===== src/rtl/mtt_pkg.sv =====
// ----------------------------------------------------------------------------
// mtt_pkg
// Shared constants, character codes and controller/datapath interface types
// for the markup tag tokenizer.
// ----------------------------------------------------------------------------
package mtt_pkg;

  // Token buffer sizing: one slot is kept back, so a token holds at most
  // TOKEN_BYTES-1 bytes.
  localparam int TOKEN_BYTES = 32;
  localparam int STORE_DEPTH = TOKEN_BYTES - 1;
  localparam int LEN_W       = $clog2(TOKEN_BYTES);
  localparam int ADDR_W      = (STORE_DEPTH > 1) ? $clog2(STORE_DEPTH) : 1;

  // Token type codes on the result channel
  localparam logic [2:0] TT_OPEN       = 3'd0;
  localparam logic [2:0] TT_CLOSE      = 3'd1;
  localparam logic [2:0] TT_TAG_NAME   = 3'd2;
  localparam logic [2:0] TT_ATTR_NAME  = 3'd3;
  localparam logic [2:0] TT_ATTR_VALUE = 3'd4;
  localparam logic [2:0] TT_TEXT       = 3'd5;
  localparam logic [2:0] TT_END        = 3'd6;

  // Character codes
  localparam logic [7:0] CH_NUL    = 8'h00;
  localparam logic [7:0] CH_SPACE  = 8'h20;
  localparam logic [7:0] CH_DQUOTE = 8'h22;
  localparam logic [7:0] CH_SQUOTE = 8'h27;
  localparam logic [7:0] CH_DASH   = 8'h2D;
  localparam logic [7:0] CH_SLASH  = 8'h2F;
  localparam logic [7:0] CH_LT     = 8'h3C;
  localparam logic [7:0] CH_EQ     = 8'h3D;
  localparam logic [7:0] CH_GT     = 8'h3E;
  localparam logic [7:0] CH_USCORE = 8'h5F;

  // Commands from the controller to the datapath
  typedef struct packed {
    logic       capture;    // latch the request's character
    logic       append;     // write character at the current length
    logic       start;      // write latched character at slot 0, length 1
    logic       rd_clear;   // rewind the read index
    logic       rd_next;    // advance the read index
    logic       len_clear;  // empty the token buffer
    logic       load_out;   // load the output register
    logic       from_ram;   // output byte comes from the token buffer
    logic [2:0] out_type;
    logic [7:0] out_byte;
    logic       out_bval;
    logic       out_last;
  } mtt_cmd_t;

  // Status from the datapath to the controller
  typedef struct packed {
    logic len_zero;   // token buffer is empty
    logic rd_last;    // read index points at the final stored byte
    logic slot_free;  // output register can take a result this cycle
  } mtt_stat_t;

endpackage


===== src/rtl/markup_tag_tokenizer.sv =====
// ----------------------------------------------------------------------------
// markup_tag_tokenizer
// Streaming markup tokenizer: bytes in, token result bytes out.
// ----------------------------------------------------------------------------
// One request is one markup byte (tuser = 0) or an end of input (tuser = 1,
// or a zero byte). Each token comes out as a run of results sharing one type
// in out_tuser[2:0], closed by tlast; out_tuser[3] flags that out_tdata holds
// a byte (clear for the end token and for an empty attribute value). A byte
// that only extends a token is taken without further steps. A request that
// completes tokens is accepted, then emits each single-byte token from its
// own state, flushes each buffered byte through a read state and an emit
// state (the token buffer's registered read port sets that pace), and stores
// the first byte of a new name or text in a store state. Tokens are buffered
// up to 31 bytes; longer ones lose their tail. The output register lets a new
// request in while a result waits; a stalled result channel delays results.
// ----------------------------------------------------------------------------
module markup_tag_tokenizer
  import mtt_pkg::*;
(
  input  logic       clk,
  input  logic       rst_n,
  input  logic       in_tvalid,
  output logic       in_tready,
  input  logic [7:0] in_tdata,    // [7:0] char_byte
  input  logic       in_tuser,    // [0] kind
  output logic       out_tvalid,
  input  logic       out_tready,
  output logic [7:0] out_tdata,   // [7:0] value_byte
  output logic [3:0] out_tuser,   // [2:0] token_type, [3] byte_valid
  output logic       out_tlast    // last
);

  mtt_cmd_t  dp_cmd;
  mtt_stat_t dp_stat;

  mtt_controller u_ctrl (
    .clk       (clk),
    .rst_n     (rst_n),
    .in_tvalid (in_tvalid),
    .in_tready (in_tready),
    .in_kind   (in_tuser),
    .in_char   (in_tdata),
    .stat      (dp_stat),
    .cmd       (dp_cmd)
  );

  mtt_datapath u_dp (
    .clk        (clk),
    .rst_n      (rst_n),
    .in_char    (in_tdata),
    .cmd        (dp_cmd),
    .stat       (dp_stat),
    .out_tvalid (out_tvalid),
    .out_tready (out_tready),
    .out_tdata  (out_tdata),
    .out_tuser  (out_tuser),
    .out_tlast  (out_tlast)
  );

`ifndef SYNTHESIS
  // A result is loaded only into a free output register
  a_load_free: assert property (@(posedge clk) disable iff (!rst_n)
    dp_cmd.load_out |-> dp_stat.slot_free)
    else $error("result loaded over a pending result");

  // A buffer flush never reads an empty buffer
  a_flush_nonempty: assert property (@(posedge clk) disable iff (!rst_n)
    (dp_cmd.load_out && dp_cmd.from_ram) |-> !dp_stat.len_zero)
    else $error("flush from an empty token buffer");

  // Starting a token leaves one byte in the buffer
  a_start_len: assert property (@(posedge clk) disable iff (!rst_n)
    dp_cmd.start |=> !dp_stat.len_zero)
    else $error("token start did not store its byte");

  // No request is taken while the buffer is being flushed
  a_no_accept_flush: assert property (@(posedge clk) disable iff (!rst_n)
    dp_cmd.rd_next |-> !in_tready)
    else $error("request accepted during flush");
`endif

endmodule


===== src/rtl/mtt_ram.sv =====
// ----------------------------------------------------------------------------
// mtt_ram
// Generic single-write, single-read RAM with a registered read port.
// ----------------------------------------------------------------------------
module mtt_ram #(
  parameter int  WIDTH  = 8,
  parameter int  DEPTH  = 16,
  localparam int ADDR_W = (DEPTH > 1) ? $clog2(DEPTH) : 1
) (
  input  logic              clk,
  input  logic              we,
  input  logic [ADDR_W-1:0] waddr,
  input  logic [WIDTH-1:0]  wdata,
  input  logic [ADDR_W-1:0] raddr,
  output logic [WIDTH-1:0]  rdata
);

  logic [WIDTH-1:0] mem [DEPTH];
  logic [WIDTH-1:0] rdata_r;

  // Write port
  always_ff @(posedge clk) begin
    if (we) begin
      mem[waddr] <= wdata;
    end
  end

  // Registered read port
  always_ff @(posedge clk) begin
    rdata_r <= mem[raddr];
  end

  assign rdata = rdata_r;

endmodule


===== src/rtl/mtt_datapath.sv =====
// ----------------------------------------------------------------------------
// mtt_datapath
// Token byte buffer, length and read index counters, and the result
// output register of the markup tag tokenizer.
// ----------------------------------------------------------------------------
module mtt_datapath
  import mtt_pkg::*;
(
  input  logic       clk,
  input  logic       rst_n,
  input  logic [7:0] in_char,
  input  mtt_cmd_t   cmd,
  output mtt_stat_t  stat,
  output logic       out_tvalid,
  input  logic       out_tready,
  output logic [7:0] out_tdata,   // [7:0] value_byte
  output logic [3:0] out_tuser,   // [2:0] token_type, [3] byte_valid
  output logic       out_tlast    // last
);

  logic [LEN_W-1:0]  len_r, len_nxt;
  logic [ADDR_W-1:0] idx_r, idx_nxt;
  logic [7:0]        char_r;
  logic              out_valid_r, out_valid_nxt;
  logic [2:0]        out_type_r;
  logic [7:0]        out_byte_r;
  logic              out_bval_r;
  logic              out_last_r;

  logic              len_full;
  logic              ram_we;
  logic [ADDR_W-1:0] ram_waddr;
  logic [7:0]        ram_wdata;
  logic [7:0]        ram_rdata;
  logic              rd_last;
  logic              slot_free;

  assign len_full  = (len_r == LEN_W'(STORE_DEPTH));
  assign rd_last   = ((LEN_W + 1)'(idx_r) + (LEN_W + 1)'(1)) == (LEN_W + 1)'(len_r);
  assign slot_free = !out_valid_r || out_tready;

  // Buffer write: restart writes slot 0, append writes at the length
  assign ram_we    = (cmd.append && !len_full) || cmd.start;
  assign ram_waddr = cmd.start ? '0 : len_r[ADDR_W-1:0];
  assign ram_wdata = cmd.start ? char_r : in_char;

  mtt_ram #(
    .WIDTH (8),
    .DEPTH (STORE_DEPTH)
  ) u_store (
    .clk   (clk),
    .we    (ram_we),
    .waddr (ram_waddr),
    .wdata (ram_wdata),
    .raddr (idx_r),
    .rdata (ram_rdata)
  );

  // Length counter; overlong bytes are dropped
  always_comb begin
    len_nxt = len_r;
    priority if (cmd.len_clear) begin
      len_nxt = '0;
    end else if (cmd.start) begin
      len_nxt = LEN_W'(1);
    end else if (cmd.append && !len_full) begin
      len_nxt = len_r + LEN_W'(1);
    end
  end

  // Read index for flushing the buffer
  always_comb begin
    idx_nxt = idx_r;
    priority if (cmd.rd_clear) begin
      idx_nxt = '0;
    end else if (cmd.rd_next) begin
      idx_nxt = idx_r + ADDR_W'(1);
    end
  end

  // Output register valid: hold until taken
  always_comb begin
    out_valid_nxt = out_valid_r;
    priority if (cmd.load_out) begin
      out_valid_nxt = 1'b1;
    end else if (out_tready) begin
      out_valid_nxt = 1'b0;
    end
  end

  always_ff @(posedge clk) begin
    if (!rst_n) begin
      len_r       <= '0;
      idx_r       <= '0;
      out_valid_r <= 1'b0;
    end else begin
      len_r       <= len_nxt;
      idx_r       <= idx_nxt;
      out_valid_r <= out_valid_nxt;
    end
  end

  // Payload registers
  always_ff @(posedge clk) begin
    if (cmd.capture) begin
      char_r <= in_char;
    end
    if (cmd.load_out) begin
      out_type_r <= cmd.out_type;
      out_byte_r <= cmd.from_ram ? ram_rdata : cmd.out_byte;
      out_bval_r <= cmd.from_ram ? 1'b1 : cmd.out_bval;
      out_last_r <= cmd.from_ram ? rd_last : cmd.out_last;
    end
  end

  assign stat.len_zero  = (len_r == '0);
  assign stat.rd_last   = rd_last;
  assign stat.slot_free = slot_free;

  assign out_tvalid = out_valid_r;
  assign out_tdata  = out_byte_r;
  assign out_tuser  = {out_bval_r, out_type_r};
  assign out_tlast  = out_last_r;

endmodule


===== src/rtl/mtt_controller.sv =====
// ----------------------------------------------------------------------------
// mtt_controller
// Scan mode tracking and result sequencing for the markup tag tokenizer.
// Classifies each request byte, then steps the datapath through the results
// it causes: a leading token or a buffer flush, a trailing token, a new token's first byte.
// ----------------------------------------------------------------------------
module mtt_controller
  import mtt_pkg::*;
(
  input  logic       clk,
  input  logic       rst_n,
  input  logic       in_tvalid,
  output logic       in_tready,
  input  logic       in_kind,
  input  logic [7:0] in_char,
  input  mtt_stat_t  stat,
  output mtt_cmd_t   cmd
);

  typedef enum logic [5:0] {
    M_IDLE     = 6'b000001,
    M_AFTER_LT = 6'b000010,
    M_AFTER_EQ = 6'b000100,
    M_NAME     = 6'b001000,
    M_QUOTED   = 6'b010000,
    M_TEXT     = 6'b100000
  } scan_mode_t;

  typedef enum logic [5:0] {
    S_IDLE  = 6'b000001,
    S_PRE   = 6'b000010,
    S_FRD   = 6'b000100,
    S_FEMIT = 6'b001000,
    S_POST  = 6'b010000,
    S_STORE = 6'b100000
  } seq_state_t;

  typedef struct packed {
    scan_mode_t mode;
    logic       close;
    logic       start;
  } idle_res_t;

  function automatic logic is_space(input logic [7:0] c);
    return (c == CH_SPACE) || (c >= 8'd9 && c <= 8'd13);
  endfunction

  function automatic logic is_alpha(input logic [7:0] c);
    return (c >= 8'h61 && c <= 8'h7A) || (c >= 8'h41 && c <= 8'h5A);
  endfunction

  function automatic logic is_name(input logic [7:0] c);
    return is_alpha(c) || (c >= 8'h30 && c <= 8'h39) || (c == CH_DASH) ||
           (c == CH_USCORE);
  endfunction

  // Handling of a byte between tokens
  function automatic idle_res_t idle_step(input logic [7:0] c, input logic in_tag);
    idle_res_t r;
    r.mode  = M_IDLE;
    r.close = 1'b0;
    r.start = 1'b0;
    priority if (is_space(c)) begin
      r.mode = M_IDLE;
    end else if (c == CH_LT) begin
      r.mode = M_AFTER_LT;
    end else if (c == CH_GT) begin
      r.close = 1'b1;
    end else if (c == CH_EQ) begin
      r.mode = M_AFTER_EQ;
    end else if (in_tag) begin
      if (is_alpha(c) || c == CH_DASH) begin
        r.start = 1'b1;
        r.mode  = M_NAME;
      end
    end else begin
      r.start = 1'b1;
      r.mode  = M_TEXT;
    end
    return r;
  endfunction

  seq_state_t seq_r, seq_nxt;
  scan_mode_t mode_r, mode_nxt;
  logic       inside_r, inside_nxt;
  logic       dq_r, dq_nxt;
  logic [2:0] pre_type_r;
  logic [7:0] pre_byte_r;
  logic       pre_bval_r;
  logic       post_en_r;
  logic [2:0] post_type_r;
  logic       start_r;

  logic       accept;
  logic       is_end;
  logic       use_idle;
  logic       idle_inside;
  idle_res_t  idle_res;
  logic       dec_single;
  logic       dec_flush;
  logic [2:0] dec_pre_type;
  logic [7:0] dec_pre_byte;
  logic       dec_pre_bval;
  logic       dec_post_en;
  logic [2:0] dec_post_type;
  logic       dec_start;
  logic       dec_append;
  seq_state_t after_pre;

  assign in_tready   = (seq_r == S_IDLE);
  assign accept      = in_tvalid && in_tready;
  assign is_end      = in_kind || (in_char == CH_NUL);
  // A byte right after '<' is handled as inside the tag that it opens
  assign idle_inside = (mode_r == M_AFTER_LT) || inside_r;
  assign idle_res    = idle_step(in_char, idle_inside);

  // Classify the request byte against the current scan mode
  always_comb begin
    mode_nxt      = mode_r;
    inside_nxt    = inside_r;
    dq_nxt        = dq_r;
    dec_single    = 1'b0;
    dec_flush     = 1'b0;
    dec_pre_type  = TT_OPEN;
    dec_pre_byte  = CH_LT;
    dec_pre_bval  = 1'b1;
    dec_post_en   = 1'b0;
    dec_post_type = TT_CLOSE;
    dec_start     = 1'b0;
    dec_append    = 1'b0;
    use_idle      = 1'b0;

    if (is_end) begin
      mode_nxt      = M_IDLE;
      dec_post_en   = 1'b1;
      dec_post_type = TT_END;
      unique case (mode_r)
        M_AFTER_LT: begin
          dec_single = 1'b1;
          inside_nxt = 1'b1;
        end
        M_AFTER_EQ: begin
          dec_single   = 1'b1;
          dec_pre_type = TT_ATTR_VALUE;
          dec_pre_bval = 1'b0;
        end
        M_NAME: begin
          dec_flush    = 1'b1;
          dec_pre_type = TT_TAG_NAME;
        end
        M_QUOTED: begin
          dec_flush    = 1'b1;
          dec_pre_type = TT_ATTR_VALUE;
        end
        M_TEXT: begin
          dec_flush    = 1'b1;
          dec_pre_type = TT_TEXT;
        end
        default: begin
        end
      endcase
    end else begin
      unique case (mode_r)
        M_AFTER_LT: begin
          dec_single = 1'b1;
          if (in_char == CH_SLASH) begin
            mode_nxt     = M_IDLE;
            inside_nxt   = 1'b0;
            dec_pre_type = TT_CLOSE;
            dec_pre_byte = CH_SLASH;
          end else begin
            use_idle = 1'b1;
          end
        end
        M_AFTER_EQ: begin
          if (in_char == CH_DQUOTE || in_char == CH_SQUOTE) begin
            dq_nxt   = (in_char == CH_DQUOTE);
            mode_nxt = M_QUOTED;
          end else begin
            dec_single   = 1'b1;
            dec_pre_type = TT_ATTR_VALUE;
            dec_pre_bval = 1'b0;
            use_idle     = 1'b1;
          end
        end
        M_NAME: begin
          if (is_name(in_char)) begin
            dec_append = 1'b1;
          end else begin
            dec_flush    = 1'b1;
            dec_pre_type = (in_char == CH_EQ) ? TT_ATTR_NAME : TT_TAG_NAME;
            use_idle     = 1'b1;
          end
        end
        M_QUOTED: begin
          if (in_char == (dq_r ? CH_DQUOTE : CH_SQUOTE)) begin
            dec_flush    = 1'b1;
            dec_pre_type = TT_ATTR_VALUE;
            mode_nxt     = M_IDLE;
          end else begin
            dec_append = 1'b1;
          end
        end
        M_TEXT: begin
          if (in_char == CH_LT || in_char == CH_GT) begin
            dec_flush    = 1'b1;
            dec_pre_type = TT_TEXT;
            use_idle     = 1'b1;
          end else begin
            dec_append = 1'b1;
          end
        end
        default: begin
          use_idle = 1'b1;
        end
      endcase

      if (use_idle) begin
        mode_nxt    = idle_res.mode;
        inside_nxt  = idle_res.close ? 1'b0 : idle_inside;
        dec_post_en = idle_res.close;
        dec_start   = idle_res.start;
      end
    end

    // An empty buffer flushes as one empty result
    if (dec_flush && stat.len_zero) begin
      dec_flush    = 1'b0;
      dec_single   = 1'b1;
      dec_pre_bval = 1'b0;
    end
    if (dec_flush || (dec_single && !dec_pre_bval)) begin
      dec_pre_byte = CH_NUL;
    end
  end

  assign after_pre = post_en_r ? S_POST : (start_r ? S_STORE : S_IDLE);

  // Sequence the results and drive datapath commands
  always_comb begin
    seq_nxt      = seq_r;
    cmd          = '0;
    cmd.out_type = pre_type_r;
    cmd.out_byte = pre_byte_r;
    cmd.out_bval = pre_bval_r;
    cmd.out_last = 1'b1;

    unique case (seq_r)
      S_IDLE: begin
        if (accept) begin
          cmd.capture  = 1'b1;
          cmd.append   = dec_append;
          cmd.rd_clear = 1'b1;
          priority if (dec_single) begin
            seq_nxt = S_PRE;
          end else if (dec_flush) begin
            seq_nxt = S_FRD;
          end else if (dec_post_en) begin
            seq_nxt = S_POST;
          end else if (dec_start) begin
            seq_nxt = S_STORE;
          end else begin
            seq_nxt = S_IDLE;
          end
        end
      end
      S_PRE: begin
        if (stat.slot_free) begin
          cmd.load_out = 1'b1;
          seq_nxt      = after_pre;
        end
      end
      S_FRD: begin
        seq_nxt = S_FEMIT;
      end
      S_FEMIT: begin
        if (stat.slot_free) begin
          cmd.load_out = 1'b1;
          cmd.from_ram = 1'b1;
          cmd.rd_next  = 1'b1;
          if (stat.rd_last) begin
            cmd.len_clear = 1'b1;
            seq_nxt       = after_pre;
          end else begin
            seq_nxt = S_FRD;
          end
        end
      end
      S_POST: begin
        cmd.out_type = post_type_r;
        cmd.out_byte = (post_type_r == TT_END) ? CH_NUL : CH_GT;
        cmd.out_bval = (post_type_r != TT_END);
        if (stat.slot_free) begin
          cmd.load_out = 1'b1;
          seq_nxt      = start_r ? S_STORE : S_IDLE;
        end
      end
      S_STORE: begin
        cmd.start = 1'b1;
        seq_nxt   = S_IDLE;
      end
      default: begin
        seq_nxt = S_IDLE;
      end
    endcase
  end

  // Control state
  always_ff @(posedge clk) begin
    if (!rst_n) begin
      seq_r     <= S_IDLE;
      mode_r    <= M_IDLE;
      inside_r  <= 1'b0;
      dq_r      <= 1'b0;
      post_en_r <= 1'b0;
      start_r   <= 1'b0;
    end else begin
      seq_r <= seq_nxt;
      if (accept) begin
        mode_r    <= mode_nxt;
        inside_r  <= inside_nxt;
        dq_r      <= dq_nxt;
        post_en_r <= dec_post_en;
        start_r   <= dec_start;
      end
    end
  end

  // Token descriptors for the current request
  always_ff @(posedge clk) begin
    if (accept) begin
      pre_type_r  <= dec_pre_type;
      pre_byte_r  <= dec_pre_byte;
      pre_bval_r  <= dec_pre_bval;
      post_type_r <= dec_post_type;
    end
  end

endmodule

===== config.mk =====
export PLATFORM = sky130hd
export DESIGN_NAME = markup_tag_tokenizer
export DESIGN_NICKNAME = d
export VERILOG_FILES = /design/src/rtl/mtt_pkg.sv /design/src/rtl/markup_tag_tokenizer.sv /design/src/rtl/mtt_ram.sv /design/src/rtl/mtt_datapath.sv /design/src/rtl/mtt_controller.sv
export SDC_FILE = /design/constraint.sdc
export NUM_CORES = 1
export LEC_CHECK = 0
export ABC_AREA = 1
export BUFFER_PORTS_ARGS = -buffer_cell sky130_fd_sc_hd__buf_2
export CORE_ASPECT_RATIO = 0.7
export CORE_MARGIN = 2
export CORE_UTILIZATION = 50
export CTS_BUF_LIST = sky130_fd_sc_hd__clkbuf_2
export DETAILED_ROUTE_END_ITERATION = 10
export PLACE_DENSITY = 0.64
export REMOVE_ABC_BUFFERS = 1
export SKIP_CTS_REPAIR_TIMING = 1
export SLEW_MARGIN = 20
export SYNTH_ARGS = -nofsm -noshare
export SYNTH_HDL_FRONTEND = slang
export SYNTH_HIERARCHICAL = 1
export SYNTH_SLANG_ARGS = --single-unit

===== constraint.sdc =====
create_clock -name clk -period 3.3 [get_ports clk]
set_clock_uncertainty 0.2 [all_clocks]
set_input_delay 0.165 -clock clk [delete_from_list [all_inputs] [get_ports clk]]
set_output_delay 0.165 -clock clk [all_outputs]
set_load 0.02 [all_outputs]

======== After elaboration in Yosys (flattened, before gate mapping) ========
Memory sizes are Yosys's and may differ from the RTL's. A register that Yosys moved wholly into a read port is not among the register bits.
Cells that the tools add are included.
word-level totals
  bits in writable memories ............... 248
  output and inout port bits .............. 15
  logic and storage cells ................. 213
  register bits after elaboration ......... 63
  memories kept ........................... 1
cells by class
  $lt $le $gt $ge ......................... 8
  bitwise gates (word level) .............. 3
  add/sub/neg operators ................... 3
  reductions and logical operators ........ 43
  equal/unequal tests ..................... 33
  multiplexer cells ....................... 102
memories
  memory            depth  width  read ports  clocked after memory_dff  write ports  RTL line       source
  u_dp.u_store.mem  31     8      1           1                         1            mtt_ram.sv:18  logic [WIDTH-1:0] mem [DEPTH];
operator list
  kind                                                                count
  2-to-1 mux 6 bit                                                    24
  == test 8 x 6 -> 1 bit (second input constant)                      8
  2-to-1 mux 1 bit                                                    50
  case mux 6 bit (5 select lines)                                     1
  2-to-1 mux 3 bit                                                    7
  case mux 6 bit (3 select lines)                                     1
  greater-or-equal comparator 8 x 7 -> 1 bit (second input constant)  2
  less-or-equal comparator 8 x 7 -> 1 bit (second input constant)     2
  2-to-1 mux 8 bit                                                    2
  case mux 3 bit (5 select lines)                                     1
  logical OR 1 bit                                                    13
  == test 6 x 2 -> 1 bit (second input constant)                      2
  == test 6 x 3 -> 1 bit (second input constant)                      2
  == test 6 x 4 -> 1 bit (second input constant)                      2
  == test 6 x 5 -> 1 bit (second input constant)                      2
  == test 6 bit (second input constant)                               2
  2-to-1 mux 12 bit                                                   1
  AND reduction 4 bit                                                 3
  adder 5 x 1 -> 5 bit (second input constant)                        2
  2-to-1 mux 2 bit                                                    5
  2-to-1 mux 5 bit                                                    2
  OR reduction 2 bit                                                  5
  case mux 3 bit (3 select lines)                                     1
  OR reduction 3 bit                                                  3
  other kinds (29)                                                    49

======== Logic depth before layout (Yosys ltp) ========
Gate-level depths: netlist of the first run.
  depth after elaboration ................. 18
  gate-level depth with buffers ........... 20
  depth with buffers taken out ............ 18

======== Modules after synthesis ========
The synthesis of the first run kept the hierarchy.
modules (own cells, without submodules)
  module          cells each  instances  area each (sq um)
  mtt_ram         883         1          10281.1
  mtt_controller  310         1          2011.9
  mtt_datapath    187         1          1581.5

======== Worst setup path after synthesis of the first run ========
No wires, ideal clock.
  path type ............................... register to register
  start ................................... reg u_ctrl.seq_r[2]
  end ..................................... mem u_dp.u_store.mem[13][0] (enable)
  path buffers ............................ 1
  data arrival time ....................... 2888 ps
  path slack .............................. -158 ps
  period minus slack after synthesis ...... 3458 ps
  stages on the path, launching flop included .. 17
  cell sequence ........................... dfxtp_1 nor2_2 inv_1 nor4_4 inv_2 nor2_8 inv_2 nor2_1 and3_1 inv_1 or2_1 buf_6 inv_2 nor2_1 inv_1 nand3_1 nor2_1
RTL lines
  item                      RTL line               source
  start: declaration        mtt_controller.sv:83   seq_state_t seq_r, seq_nxt;
  start signal: assignment  mtt_controller.sv:318  seq_r <= seq_nxt;
  end: declaration          mtt_ram.sv:18

======== Worst setup path after layout of the first run ========
  start ................................... reg u_ctrl.dq_r
  end ..................................... reg u_ctrl.mode_r[3]
between the ends
  longest elaborated chain between the ends .. 4
RTL lines
  item                                             RTL line               source
  start: declaration                               mtt_controller.sv:86   logic dq_r, dq_nxt;
  start signal: assignment                         mtt_controller.sv:322  dq_r <= dq_nxt;
  2-to-1 mux 3 bit                                 mtt_controller.sv:196  if (in_char == (dq_r ? CH_DQUOTE : CH_SQUOTE)) begin
  == test 8 bit                                    mtt_controller.sv:196
  inequality test 4 x 1 -> 1 bit (no source line)  -
  AND reduction 5 bit (no source line)             -
  end signal: assignment                           mtt_controller.sv:320  mode_r <= mode_nxt;
  end: declaration                                 mtt_controller.sv:84   scan_mode_t mode_r, mode_nxt;
No other way between the ends.
A chain may end at the register's enable or synchronous reset.

==> impl_metrics.toml, run 1 <==
[run_status]
status = "complete, no violations"

[setup_path]
arrival_ns = 3.61
crit_path_max_fanout = 5
worstSetupPathType = "reg -> reg"
rrSetupSlack_ns = 0.25
critPathMostFrequentCell = "nand2_1"
crit_path_top_delay_cell = "dlygate4sd3_1"
worstPathCellList = "inv_1, nand2_1, nand3_1, nor2_1, nand2_1, nand2_1, o211ai_2, a21oi_4, dlygate4sd3_1, a21oi_1, dlygate4sd3_1"
required_ns = 3.86
rr_worst_depth = 11
timing.rr.end = "u_ctrl/mode_r[3]"
cp-end-kind = "register"
cp-start-kind = "register"
reg2reg_from = "u_ctrl/dq_r"
slowest_delay_ns = 0.71

[pwr]
pwr-share-clk_pct = 33.8
p_leak_uw = 0.006250
switching_share_pct = 26.06
power.internal_uw = 5751
p_sw_uw = 2027
power_frac_comb_pct = 8.6
seqPwrFrac_pct = 57.6
p_total_uw = 7779
ir_drop_mv = 0.3208
power.density_mw_per_mm2 = 498.1

[run]
drv_cap = 0

[timing]
fin_crit_sh_pct = 92.39
setup_violations = 0
timing.fmax_mhz = 328.0
setup_tns_ns = 0
finalMaxSlewViolations = 0
hold_viol = 0
relSlewSlack_pct = 48.05
worst_pin_slew_ns = 0.7792
holdWs_ns = 0.09631
fin_crit_ns = 3.049

[synthesis]
synthCells = 1380
synth_warnings = 6
ys_seq_elements = 313
ys_seq_area_share_pct = 65.22
netlist_area_mm2 = 0.01387
yosys.area.top_type_share_pct = 60.17
yosysTopAreaCell = "edfxtp_1"
yosys_most_used_dff = "edfxtp_1"
synthTopCellsByArea = "edfxtp_1, nand2_1, nand3_1"
yosysUniqueCellTypes = 47
synth_edf_count = 278
syn_avg_cell_area_um2 = 10.05
async_flop_share_pct = 0

[placed_design]
port_buffers = 27
globalplace.congestion = 0.8790
dp.cells = 1771
dpl.hpwl_um = 22270

[cells_and_area]
seqCellArea_mm2 = 0.009054
fill_cells = 2380
layout.cells.non_filler = 1932
drive_above_1_share_pct = 16.66
nets = 1529
multi_input_area_mm2 = 0.004128
syn_to_final_growth_pct = 12.56

[global_routing]
antenna_found_initial = 1
grt_pass1_wl_um = 54510
grt_overflow_total = 0
first_global_vias = 9663
grt_start_max_net_pins = 98
grt_usage_pct = 24.93

[floorplanning]
rows = 50
io_pins = 28
die_h_um = 143.4
die-area_mm2 = 0.02912
core-area_mm2 = 0.02703
die_x_um = 203.1
start_util_pct = 51.34

[worst_hold_path]
hold_depth = 4
min_to = "u_ctrl/post_type_r[1]"
hold_start = "in_tuser"
min-delay-path-class = "in -> reg"

[clocking]
cts_root_buffer = "clkbuf_2"
clk_path_buf_depth = 3
cts.reportedPaths.clkPinSlew_ns = 0.11
cts_tree = "built"
cts_buffers = 75
htreeDepth = 3
clock_latency_ns = 0.88
cts_sinks = 313

[route]
routedWlPerCell_um = 18.38
via_per_inst = 5.434
drt-initial-drc-count = 1179
drc = 0
vias = 10500
detail-route-antenna-nets = 0
routed_wl_um = 35520
dr.pass1.iters = 5
-- stage by stage --
step	worst slack [ns]	utilization (%)	area [µm²]
after floorplan	-1.409	-	13470
after global placement	0.2731	54.08	14620
after detailed placement	0.2730	54.08	14620
after CTS	0.2560	56.72	15330
after global routing	-0.007555	57.79	15620
final	0.2513	57.79	15620
-- how the worst max path moves through the flow --
stage                               start                      end  slack [ns]  depth (start not counted)
after floorplan             u_dp/idx_r[0]    u_dp/u_store/rdata[3]       -1.41                          9
after global placement        in_tdata[7]   u_dp/u_store/mem[0][0]        0.27                         20
after detailed placement      in_tdata[7]  u_dp/u_store/mem[15][7]        0.27                         20
after CTS                 u_ctrl/seq_r[4]   u_dp/u_store/mem[0][1]        0.26                         17
after global routing      u_ctrl/seq_r[2]   u_dp/u_store/mem[6][6]      -0.008                         17
final                         u_ctrl/dq_r         u_ctrl/mode_r[3]        0.25                         11
-- flip-flops by register name (all words and copies together), names as in the netlist, 2 cells and up --
register            count
u_dp/char_r             8
u_dp/u_store/rdata      8
u_dp/idx_r              5
u_ctrl/seq_r            6
u_dp/u_store/mem      248
u_ctrl/mode_r           6
u_dp/out_type_r         3
u_ctrl/pre_type_r       3
u_dp/out_tdata          8
u_ctrl/post_type_r      2
u_ctrl/pre_byte_r       3
u_dp/len_r              5
-- metal layers --
| metal | global-route usage [%] | routed length (µm) | up-vias |
|---|---|---|---|
| li1 | - | - | 5000 |
| met1 | 39.35 | 16380 | 4903 |
| met2 | 32.82 | 14290 | 548 |
| met3 | 7.120 | 4283 | 47 |
| met4 | 7.415 | 557 | 0 |
| met5 | 0 | 0 | - |
-- final cells by class --
class / count / share of cell area [%]
Clock inverter: 22 / 1.050
Multi-Input combinational cell: 917 / 26.43
Timing Repair Buffer: 124 / 6.137
Clock buffer: 110 / 3.525
Inverter: 81 / 1.955
Tap cell: 364 / 2.916
Sequential cell: 313 / 57.97
Antenna cell: 1 / 0.01602
-- logic make-up (layout without fill, tap and decap cells) --
logic type	Yosys count	in the layout	share of synthesized area, %
AOI/OAI and AO/OA	56	56	2.444
xor gates and xnor gates	3	3	0.1894
adders and majority gates	4	4	0.3607
buffers and inverters	151	337	5.140
DFF	313	313	65.22
other	2	4	0.05413
and+or+nand+nor	851	851	26.59
-- worst max-delay path, delay by kind of cell, from the launching register on --
kind	cells	cell delay, ns
buffers and inverters	3	1.36
flip-flops	1	0.41
AND/OR/NAND/NOR	5	0.49
AO/OA/AOI/OAI	3	0.47
-- layout by cell type (no fill, tap or decap), types with 7 or more instances in the layout --
| cell | count |
|---|---|
| edfxtp_1 | 278 |
| buf_2 | 27 |
| clkbuf_2 | 110 |
| o21ai_0 | 18 |
| nor2_1 | 106 |
| dlygate4sd3_1 | 28 |
| dfxtp_1 | 33 |
| nand2_1 | 455 |
| nand3_1 | 234 |
| nand4_1 | 13 |
| buf_4 | 67 |
| nor3_1 | 7 |
| inv_1 | 65 |
| clkinv_1 | 19 |
| nand2_2 | 8 |
| a21oi_1 | 19 |
| inv_2 | 13 |
-- power by group through the flow --
stage,clock network (µW),registers [µW],logic [µW]
3_3_place_gp,0,4570,619
3_5_place_dp,0,4570,626
4_1_cts,2690,4480,627
2_1_floorplan,0,4570,371
5_1_grt,2900,4490,736
6_report,2630,4480,672
-- Yosys cell counts, drive strengths merged (4+ instances only) --
library cell	count
nand2	464
dfxtp	35
inv	78
edfxtp	278
a21oi	20
nand4	13
buf	60
nor3	11
nor2	113
nand3	239
o21ai	21
clkbuf	9
a211oi	5
ha	4
o211ai	5
nor4	4
(Power assumes the default switching activity.)
==> run 2, diff against run 1 <==
--- a/config.mk
+++ b/config.mk
@@ -10,8 +10,10 @@
 export CORE_ASPECT_RATIO = 0.7
 export CORE_MARGIN = 2
 export CORE_UTILIZATION = 50
-export CTS_BUF_LIST = sky130_fd_sc_hd__clkbuf_2
+export CTS_BUF_LIST = sky130_fd_sc_hd__clkbuf_2 sky130_fd_sc_hd__clkbuf_4 sky130_fd_sc_hd__clkbuf_8
+export CTS_CLUSTER_DIAMETER = 80
 export DETAILED_ROUTE_END_ITERATION = 10
+export GPL_TIMING_DRIVEN = 0
 export PLACE_DENSITY = 0.64
 export REMOVE_ABC_BUFFERS = 1
 export SKIP_CTS_REPAIR_TIMING = 1
==> impl_metrics.toml, run 2 (synthesis results as in run 1) <==
[run_status]
status = "complete, no violations"

[cells_and_area]
syn_to_final_growth_pct = 15.81
nets = 1455
largest_reg_flops = 248
final_cell_mix = "nand2_1, edfxtp_1, nand3_1"
layout_commonest_cell = "nand2_1"
diodes = 0
drive_above_1_share_pct = 16.28
top_register = "u_dp/u_store/mem"

[setup_path]
required_ns = 3.35
rr_worst_depth = 17
arrival_ns = 3.28
cp-start-kind = "register"
crit_path_max_fanout = 8
cp-end-kind = "register"
worstSetupPathType = "reg -> reg"
reg2reg_from = "u_ctrl/seq_r[4]"
startpoint = "u_ctrl/seq_r[4]"

[floorplanning]
rows = 50
io_pins = 28
die_h_um = 143.4
die-area_mm2 = 0.02912
start_util_pct = 51.34
core-area_mm2 = 0.02703
die_x_um = 203.1

[clocking]
cts_root_buffer = "clkbuf_8"
cts.reportedPaths.clkPinSlew_ns = 0.06
cts_tree = "built"
clock_latency_ns = 0.59
clk_path_buf_depth = 3
cts_sinks = 313
htreeDepth = 2
cts_buffers = 47

[worst_hold_path]
hold_start = "in_tdata[6]"
hold_depth = 5
min-delay-path-class = "in -> reg"

[timing]
setup_violations = 0
relSlewSlack_pct = 34.33
fin_crit_sh_pct = 97.96
finalMaxSlewViolations = 0
timing.fmax_mhz = 309.4
hold_viol = 0
setup_tns_ns = 0
worst_pin_slew_ns = 0.9837
holdWs_ns = 0.01908
layout_setup_ws_ns = 0.06748
fin_crit_ns = 3.233

[global_routing]
antenna_found_initial = 0
grt_util_met3_pct = 5.261
grt_usage_pct = 22.99
first_global_vias = 8826
gr-usage-met2_pct = 30.57
grt_start_max_net_pins = 78
grt_overflow_total = 0
grt_util_met1_pct = 37.00
grt_pass1_wl_um = 50540
top_usage_layer = "met1"

[route]
detail-route-antenna-nets = 0
dr.pass1.iters = 7
via_per_inst = 5.429
drc = 0
vias = 9979
drt-initial-drc-count = 1028
routed_wl_um = 33820
routedWlPerCell_um = 18.40

[placed_design]
globalplace.congestion = 0.9109
port_buffers = 27
dpl.hpwl_um = 20060
pre_cts_ws_ns = -1.137

[pwr]
ir_drop_mv = 0.3240
p_leak_uw = 0.006057
power.density_mw_per_mm2 = 512.0

[run]
drv_cap = 0
[run 2: cell type report]
class,count,area [µm²]
repair buffers,77,873.3
flip-flops and latches,313,9059
clock inverters,17,82.58
multi-input cells,918,4463
inverters,81,317.8
clock buffers,68,817.0
well taps,364,455.4
fillers,2240,10960
[run 2: worst max-delay path, stage by stage (launching register included)]
cell and delay, ns:
dfxtp_2 0.36, nor2_4 0.15, inv_2 0.06, nor4_4 0.19
buf_4 0.18, inv_4 0.08, nor2_8 0.13, inv_2 0.08
nor2_2 0.10, and3_1 0.16, inv_1 0.04, or2_4 0.27
inv_4 0.07, nor2_1 0.05, inv_2 0.20, nand3_4 0.11
buf_12 0.19, nor2_4 0.26
[run 2: path summary, 6_finish.rpt]
path,end,slack (ns)
worst min register to register,u_ctrl/inside_r,0.30
worst max register to register,u_dp/u_store/mem[27][0],0.07
worst max-delay path,u_dp/u_store/mem[27][0],0.07
worst min-delay path,u_ctrl/mode_r[1],0.02
[run 2: stage by stage]
step / std cells / power, µW / cell area [µm²] / utilization, %
after floorplan: 1311 / 4936 / 13470 / -
after global placement: 1702 / 5119 / 14060 / 52.02
after detailed placement: 1709 / 5127 / 14230 / 52.65
after CTS: 1794 / 8163 / 15130 / 55.98
after global routing: 1838 / 8531 / 16070 / 59.45
final: 1838 / 8227 / 16070 / 59.45
[run 2: metal layers]
layer  wire, µm  vias up
met4        465        0
met2      14000      380
met3       2859       49
met5          0        -
li1           -     4802
met1      16490     4748
[run 2: where the power goes]
group | internal, µW | switching [µW]
Clock | 1590 | 1470
Combinational | 205 | 477
Sequential | 4450 | 37.9
Total | 6240 | 1980
==> run 3, diff against run 2 <==
--- a/config.mk
+++ b/config.mk
@@ -7,7 +7,7 @@
 export LEC_CHECK = 0
 export ABC_AREA = 1
 export BUFFER_PORTS_ARGS = -buffer_cell sky130_fd_sc_hd__buf_2
-export CORE_ASPECT_RATIO = 0.7
+export CORE_ASPECT_RATIO = 0.75
 export CORE_MARGIN = 2
 export CORE_UTILIZATION = 50
 export CTS_BUF_LIST = sky130_fd_sc_hd__clkbuf_2 sky130_fd_sc_hd__clkbuf_4 sky130_fd_sc_hd__clkbuf_8
@@ -15,7 +15,7 @@
 export DETAILED_ROUTE_END_ITERATION = 10
 export GPL_TIMING_DRIVEN = 0
 export PLACE_DENSITY = 0.64
-export REMOVE_ABC_BUFFERS = 1
+export SETUP_SLACK_MARGIN = 0.4
 export SKIP_CTS_REPAIR_TIMING = 1
 export SLEW_MARGIN = 20
 export SYNTH_ARGS = -nofsm -noshare
==> impl_metrics.toml, run 3 (synthesis results as in run 1) <==
[timing]
timing.fmax_mhz = 304.9
hold_viol = 0
rsz0062_at_grt = "yes"
worst_pin_slew_ns = 0.7717
setup_tns_ns = 0
fin_crit_ns = 3.280
fin_crit_sh_pct = 99.40
setup_violations = 0
relSlewSlack_pct = 48.37
finalMaxSlewViolations = 0

[floorplanning]
core-area_mm2 = 0.02713
die_h_um = 148.3
start_util_pct = 51.14
rows = 52
die-area_mm2 = 0.02911
io_pins = 28
die_x_um = 196.4

[global_routing]
gr-usage-met2_pct = 36.54
grt_usage_pct = 25.09
grt_overflow_total = 0
grt_util_met3_pct = 5.828
grt_pass1_wl_um = 54330
top_usage_layer = "met1"
antenna_found_initial = 0
first_global_vias = 9550
grt_start_max_net_pins = 32
grt_util_met1_pct = 37.63

[route]
drt-initial-drc-count = 1229
drc = 0
routed_wl_um = 37020
detail-route-antenna-nets = 0
vias = 10520
routedWlPerCell_um = 19.43
via_per_inst = 5.523
dr.pass1.iters = 5

[clocking]
clk_path_buf_depth = 3
cts.reportedPaths.clkPinSlew_ns = 0.06
cts_tree = "built"
cts_root_buffer = "clkbuf_8"
htreeDepth = 2
cts_buffers = 49
cts_sinks = 313
clock_latency_ns = 0.59

[setup_path]
cp-start-kind = "register"
cp-end-kind = "register"
arrival_ns = 3.38
rr_worst_depth = 17
rrSetupSlack_ns = 0.02
timing.rr.end = "u_dp/u_store/mem[11][1]"
crit_path_end = "u_dp/u_store/mem[11][1]"
required_ns = 3.40
startpoint = "u_ctrl/seq_r[4]"
crit_path_max_fanout = 7
worstSetupPathType = "reg -> reg"
reg2reg_from = "u_ctrl/seq_r[4]"

[worst_hold_path]
min-delay-path-class = "in -> reg"
hold_start = "in_tdata[2]"

[cells_and_area]
top_register = "u_dp/u_store/mem"
final_cell_mix = "nand2_1, edfxtp_1, nand3_1"
layout.cells.non_filler = 1905
fill_cells = 2202
seqCellArea_mm2 = 0.009054
diodes = 0
multi_input_area_mm2 = 0.004484
syn_to_final_growth_pct = 19.55
layout_commonest_cell = "nand2_1"
nets = 1535
largest_reg_flops = 248
drive_above_1_share_pct = 19.82

[run]
drv_cap = 0

[run_status]
status = "complete, no violations"

[pwr]
p_leak_uw = 0.006374
ir_drop_mv = 0.3341
power.density_mw_per_mm2 = 502.7

[placed_design]
port_buffers = 27
dpl.hpwl_um = 23990
dp.cells = 1759
globalplace.congestion = 0.9202
run 3: cell types whose count changed in the layout (fill, tap and decap cells not counted), moves of 3 or more:
cell and change:
buf_2 +34, buf_4 +22, buf_6 +9, clkbuf_1 +9
clkbuf_4 +5, buf_1 +4, nand2_2 -4, nand2_4 +4
buf_12 +3
run 3: how the worst min path moves through the flow:
stage	to	slack, ns	cells after the start
floorplan	u_ctrl/mode_r[0]	0.06	1
finish	u_ctrl/dq_r	0.02	7
CTS	u_dp/char_r[1]	-0.44	1
global placement	u_dp/char_r[1]	0.19	1
global route	u_ctrl/post_type_r[1]	0.05	4
detailed placement	u_dp/char_r[1]	0.19	1
run 3: cell type report:
type,count,share of cell area (%)
sequential,313,54.58
multi-input combinational,917,27.03
timing repair buffer,86,5.748
clock buffer,73,5.152
tap,351,2.648
buffer,70,2.467
inverter,81,1.893
clock inverter,14,0.4752
run 3: through the flow:
stage	worst slack, ns	total power (µW)	instance area, µm²	util [%]	hold slack (ns)
final	0.01972	8339	16590	61.14	0.01742
after global routing	-0.1080	8642	16590	61.14	0.05104
after CTS	-0.9246	8288	15490	57.09	-0.4407
after detailed placement	-0.8907	5172	14560	53.65	0.1897
after global placement	-0.8522	5154	14530	53.56	0.1893
after floorplan	-0.1103	4968	13960	-	0.06364
run 3: metal layers:
metal  vias to the layer above  routed length (µm)
met1                      5012               16320
met2                       494               16130
li1                       4971                   -
met4                         0                 604
met5                         -                   0
met3                        45                3965
run 3: power breakdown:
part,switching (µW),internal [µW]
Sequential,37.1,4450
Combinational,482,235
Clock,1480,1660
Total,1990,6340
run 3: worst max-delay path, stage by stage (launching register included):
cell      delay (ns)
dfxtp_4         0.35
nor2_4          0.12
inv_2           0.06
nor4_4          0.36
inv_2           0.14
nor2_8          0.18
inv_4           0.06
nor2_4          0.10
and3_4          0.18
inv_1           0.03
or2_1           0.23
buf_6           0.14
inv_4           0.06
nor2_4          0.04
clkinv_4        0.12
nand3_4         0.25
nor2_4          0.23
buf_12          0.15
